--- src/rtl/sps_pkg.sv ---
`timescale 1ns / 1ps
package sps_pkg;
    localparam int SEG_WIDTH_DEF = 64;
    localparam int DEPTH_DEF     = 131072;
    localparam int OPC_W   = 1;
    localparam int IDX_W   = 17;
    localparam int VAL_W   = 21;
    localparam int LOW_W   = 48;
    localparam int CNT_W   = 18;
    localparam int MASK_W  = 64;
    localparam int IN_W    = 88;   // 17 + 21 + 48 = 86, padded to bytes
    localparam int OUT_W   = 112;
    localparam logic OP_LOAD  = 1'b0;
    localparam logic OP_SIEVE = 1'b1;

    typedef struct packed {
        logic             opcode;
        logic [IDX_W-1:0] table_index;
        logic [VAL_W-1:0] prime_value;
        logic [LOW_W-1:0] segment_low;
    } t_cmd;
endpackage

--- src/rtl/sps_front.sv ---
`timescale 1ns / 1ps
// Accept items into a two-entry queue.
module sps_front (
    input  logic         i_clk,
    input  logic         i_rst_n,
    input  logic         i_valid,
    output logic         o_ready,
    input  sps_pkg::t_cmd i_cmd,
    output logic         o_valid,
    input  logic         i_ready,
    output sps_pkg::t_cmd o_cmd
);
    import sps_pkg::*;
    t_cmd r_q [2];
    logic r_wp, r_rp;
    logic [1:0] r_cnt;
    logic push, pop;

    assign o_ready = (r_cnt != 2'd2);
    assign o_valid = (r_cnt != 2'd0);
    assign o_cmd   = r_q[r_rp];
    assign push    = i_valid && o_ready;
    assign pop     = o_valid && i_ready;

    always_ff @(posedge i_clk) begin
        if (push) r_q[r_wp] <= i_cmd;
        if (!i_rst_n) begin
            r_wp <= 1'b0;
            r_rp <= 1'b0;
            r_cnt <= 2'd0;
        end else begin
            if (push) r_wp <= ~r_wp;
            if (pop) r_rp <= ~r_rp;
            r_cnt <= r_cnt + {1'b0, push} - {1'b0, pop};
        end
    end
endmodule

--- config.mk ---
export PLATFORM = sky130hd
export DESIGN_NAME = sps_front
export DESIGN_NICKNAME = d
export VERILOG_FILES = /design/src/rtl/sps_pkg.sv /design/src/rtl/sps_front.sv
export SDC_FILE = /design/constraint.sdc
export NUM_CORES = 1
export LEC_CHECK = 0
export BUFFER_PORTS_ARGS = -buffer_cell sky130_fd_sc_hd__buf_2
export CAP_MARGIN = 20
export CELL_PAD_IN_SITES_DETAIL_PLACEMENT = 0
export CELL_PAD_IN_SITES_GLOBAL_PLACEMENT = 1
export CORE_UTILIZATION = 35
export CTS_CLUSTER_DIAMETER = 100
export DETAILED_ROUTE_END_ITERATION = 6
export PLACE_DENSITY = 0.64
export SLEW_MARGIN = 20
export SYNTH_ARGS = -nofsm -noshare
export SYNTH_HDL_FRONTEND = slang
export SYNTH_SLANG_ARGS = --single-unit
--- constraint.sdc ---
create_clock -name i_clk -period 10.2 [get_ports i_clk]
set_input_delay 1.02 -clock i_clk [delete_from_list [all_inputs] [get_ports i_clk]]
set_output_delay 1.02 -clock i_clk [all_outputs]
set_load 0.01 [all_outputs]
==> results.rst <==
.. list-table::
   :header-rows: 1

   * - Metric
     - Value
   * - Setup TNS
     - 0 ps
   * - Die Height
     - 140 um
   * - Main flop type after synthesis
     - edfxtp_1
   * - Period utilisation layout
     - 34.1%
   * - Register clock-pin slew on the reported worst setup and hold paths
     - 60 ps
   * - Max-cap violations
     - 0
   * - Leading area contributor after synthesis
     - edfxtp_1
   * - Startpoint of the worst-slack reg-to-reg timing path
     - r_cnt[0]
   * - Post-layout net count
     - 579
   * - Critical register-to-register path endpoint
     - r_q[0][17]
   * - Number of nets produced by synthesis
     - 388
   * - WL met1
     - 4920 um
   * - Share of cell area taken by muxes after synthesis
     - 16.6%
   * - Element type at the critical path start
     - flop
   * - Distinct cells, synth
     - 18
   * - Required time of the critical path
     - 9180 ps
   * - Area of the mapped netlist
     - 6630 sq um
   * - Number of buffers added by the clock tree synthesis step
     - 17
   * - Placeable core region
     - 18300 sq um
   * - Maximum clock skew at final layout
     - 18.9 ps
   * - Post-layout minimum cycle time
     - 3480 ps
   * - Adder-Cell Fraction of Synth Area
     - 0.377%
   * - Fraction of the mapped netlist area in simple logic gates
     - 0.924%
   * - Congestion Overflow GR
     - 0
   * - Slowest Stage Delay on Critical Path
     - 840 ps
   * - Hold bufs inserted after CTS
     - 0
   * - Mean routed wirelength per cell
     - 16.2 um
   * - Global-route usage over all layers
     - 12.7%
   * - Post-Synthesis Mean Instance Area
     - 22.5 sq um
   * - WP data arrival
     - 2460 ps
   * - Relative slew margins
     - 29.1%
   * - WL met3
     - 941 um
   * - Dominant combinational cell family by area after synthesis
     - multiplexers
   * - CTS root buf
     - clkbuf_16
   * - Final Max Slew Viols
     - 0
   * - # rows
     - 49
   * - Top routing layer in use
     - met4
   * - Critical Path, Cell by Cell
     - buf_4, mux2_2, buf_2
   * - Complex-gate fraction of the synthesized area
     - 0.113%
   * - XOR/XNOR Fraction of Synth Area
     - 0.396%
   * - Pre-Repair DR Iteration Count
     - 4
   * - Worst setup path end
     - o_cmd[42]
   * - Yosys warns
     - 0
   * - Count of flip-flops with a built-in enable after synthesis
     - 174
   * - Biggest area contributors in the synthesized netlist
     - edfxtp_1, mux2_2, mux2_4
   * - Starting DRT DRC Count
     - 187
   * - Outcome
     - completed
   * - Register area share after synthesis
     - 80.3%
   * - Count of mapped cells out of synthesis
     - 295
   * - Fraction of final layout cells with drive strength greater than 1
     - 60.0%
   * - Crit-path max FO
     - 66
   * - Sum of routed wire length over all layers
     - 11800 um
   * - Setup slack, reg-to-reg
     - 7570 ps
   * - Post-detailed-route DRC marker count
     - 0
   * - Count of vias placed by the detailed router
     - 3282
   * - Worst VDD drop
     - 0.112 mV
   * - Count of buffers inserted at the top-level ports
     - 179
   * - Internal cell power
     - 1.46 mW
   * - I/O pin count
     - 180
   * - Top-count cell post-synth
     - edfxtp_1
   * - Hold violation total from the final report
     - 0
   * - Full die area
     - 19500 sq um
   * - Relative contribution of sequential cells to total power
     - 48.1%
   * - Net switching share of the total power
     - 26.6%
   * - Power spent charging and discharging nets
     - 0.529 mW
   * - Class of the tightest hold or removal check
     - flop to flop
   * - RSZ-0062 raised after global routing
     - false
   * - Class of the most critical setup path
     - flop to output pin
   * - Remaining antenna violation count after routing
     - 0
   * - Leakage Power
     - 3.12 nW
   * - Top cell type's share of synthesized area
     - 78.8%
   * - CTS H-tree depth
     - 4
   * - Global-route wire length before repair
     - 18500 um
   * - Top cells by count, synth
     - edfxtp_1, mux2_2, mux2_4
   * - Transition time at the pin with the least slew margin
     - 1060 ps
   * - Setup fix buffers added after clock tree synthesis
     - 0
   * - Setup crit end kind
     - output pin
   * - FF-to-FF path depth
     - 4
   * - Fraction of power consumed by the clock network
     - 28.2%
   * - Antenna violations before repair
     - 1
   * - Via count normalized by instance count
     - 4.51
   * - Synth async-reset ratio
     - 0%
   * - PD cells
     - 241 nW/um^2
   * - Starting density of the core
     - 36.3%
   * - Critical-path cell with the highest stage delay
     - buf_4
   * - Pin count of the biggest net entering global routing
     - 67
   * - Detailed-placement wirelength estimate
     - 7640 um
   * - Final core utilization
     - 45.3%
   * - Latest clock arrival within the worst-skew pair
     - 420 ps
   * - Longest Clk Path Bufs
     - 2
   * - Die X
     - 140 um
   * - CTS-repair resized insts
     - 0
   * - Final weighted congestion of routability-driven global placement
     - 0.680
   * - Met2 routed wirelength
     - 5810 um
   * - Final-report setup violation count
     - 0
   * - Area delta synth->final
     - 24.8%
   * - Fmax
     - 0.287 GHz
   * - Clock tree from TritonCTS
     - built
   * - Portion of total power attributed to combinational logic
     - 23.7%
   * - CTS sink cnt
     - 179
   * - Via count of the first global-routing pass
     - 3549
   * - Post-synthesis register bit count
     - 179
-- layer usage --
layer,vias to the layer above,global-route usage (%)
met5,-,0
met4,0,4.57
met1,1597,14.4
met3,12,5.30
li1,1547,-
met2,126,21.3
-- cell families after synthesis --
logic type | after synthesis
DFF | 179
buffers and inverters | 11
and+or+nand+nor | 11
adders and majority gates | 2
muxes | 88
AOI/OAI and AO/OA | 1
xor gates and xnor gates | 3
-- placed cells by master (no fill, tap or decap), drive strengths merged, types with 2 or more instances in the layout --
cell type,instances
and2,2
buf,182
clkbuf,19
clkinv,9
clkinvlp,2
dfxtp,5
edfxtp,174
ha,2
mux2,87
nand2,2
nand2b,2
nor2b,2
xnor2,3
-- through the flow --
stage / instance area, sq um / instances / hold slack (ps) / setup slack, ps / power [mW]
2_1_floorplan: 6630 / 295 / 455 / 4930 / 1.30
3_3_place_gp: 7770 / 696 / 508 / 6950 / 1.45
3_5_place_dp: 7770 / 696 / 520 / 6920 / 1.46
4_1_cts: 8270 / 726 / 530 / 6630 / 2.03
5_1_grt: 8270 / 726 / 554 / 6550 / 2.09
6_report: 8280 / 727 / 526 / 6720 / 1.99
-- worst max-delay path: cells and delay by family, from the launching register on --
| kind | cells | cell delay, ps |
|---|---|---|
| flops | 1 | 540 |
| mux | 1 | 430 |
| buf+inv | 2 | 980 |
-- power by group through the flow --
stage          registers, mW  clock network, mW  logic, mW
3_3_place_gp           0.971                  0      0.483
4_1_cts                0.961              0.582      0.487
5_1_grt                0.970              0.610      0.511
6_report               0.959              0.561      0.472
2_1_floorplan          0.967                  0      0.328
3_5_place_dp           0.977                  0      0.485
-- how the worst min path moves through the flow --
stage	start	endpoint	slack [ps]	cells after the start
floorplan	r_wp	r_wp	450	2
global placement	r_wp	r_wp	510	2
detailed placement	r_wp	r_wp	520	2
CTS	r_wp	r_wp	530	2
global route	r_wp	r_wp	550	2
finish	r_wp	r_wp	530	2
-- sequential cells by signal (all words and copies together) (netlist names), named ones only --
register,flops
r_cnt,2
r_q,174
r_wp,1
r_rp,1
-- final cells by class --
class                      count  area (sq um)
fill                        1647          9990
sequential                   179          5330
multi-input combinational    105          1230
timing repair buffer         182           918
clock buffer                  19           433
tap                          229           287
clock inverter                11          67.6
inverter                       1          3.75
antenna                        1          2.50
Power figures use the tool's default switching activity.
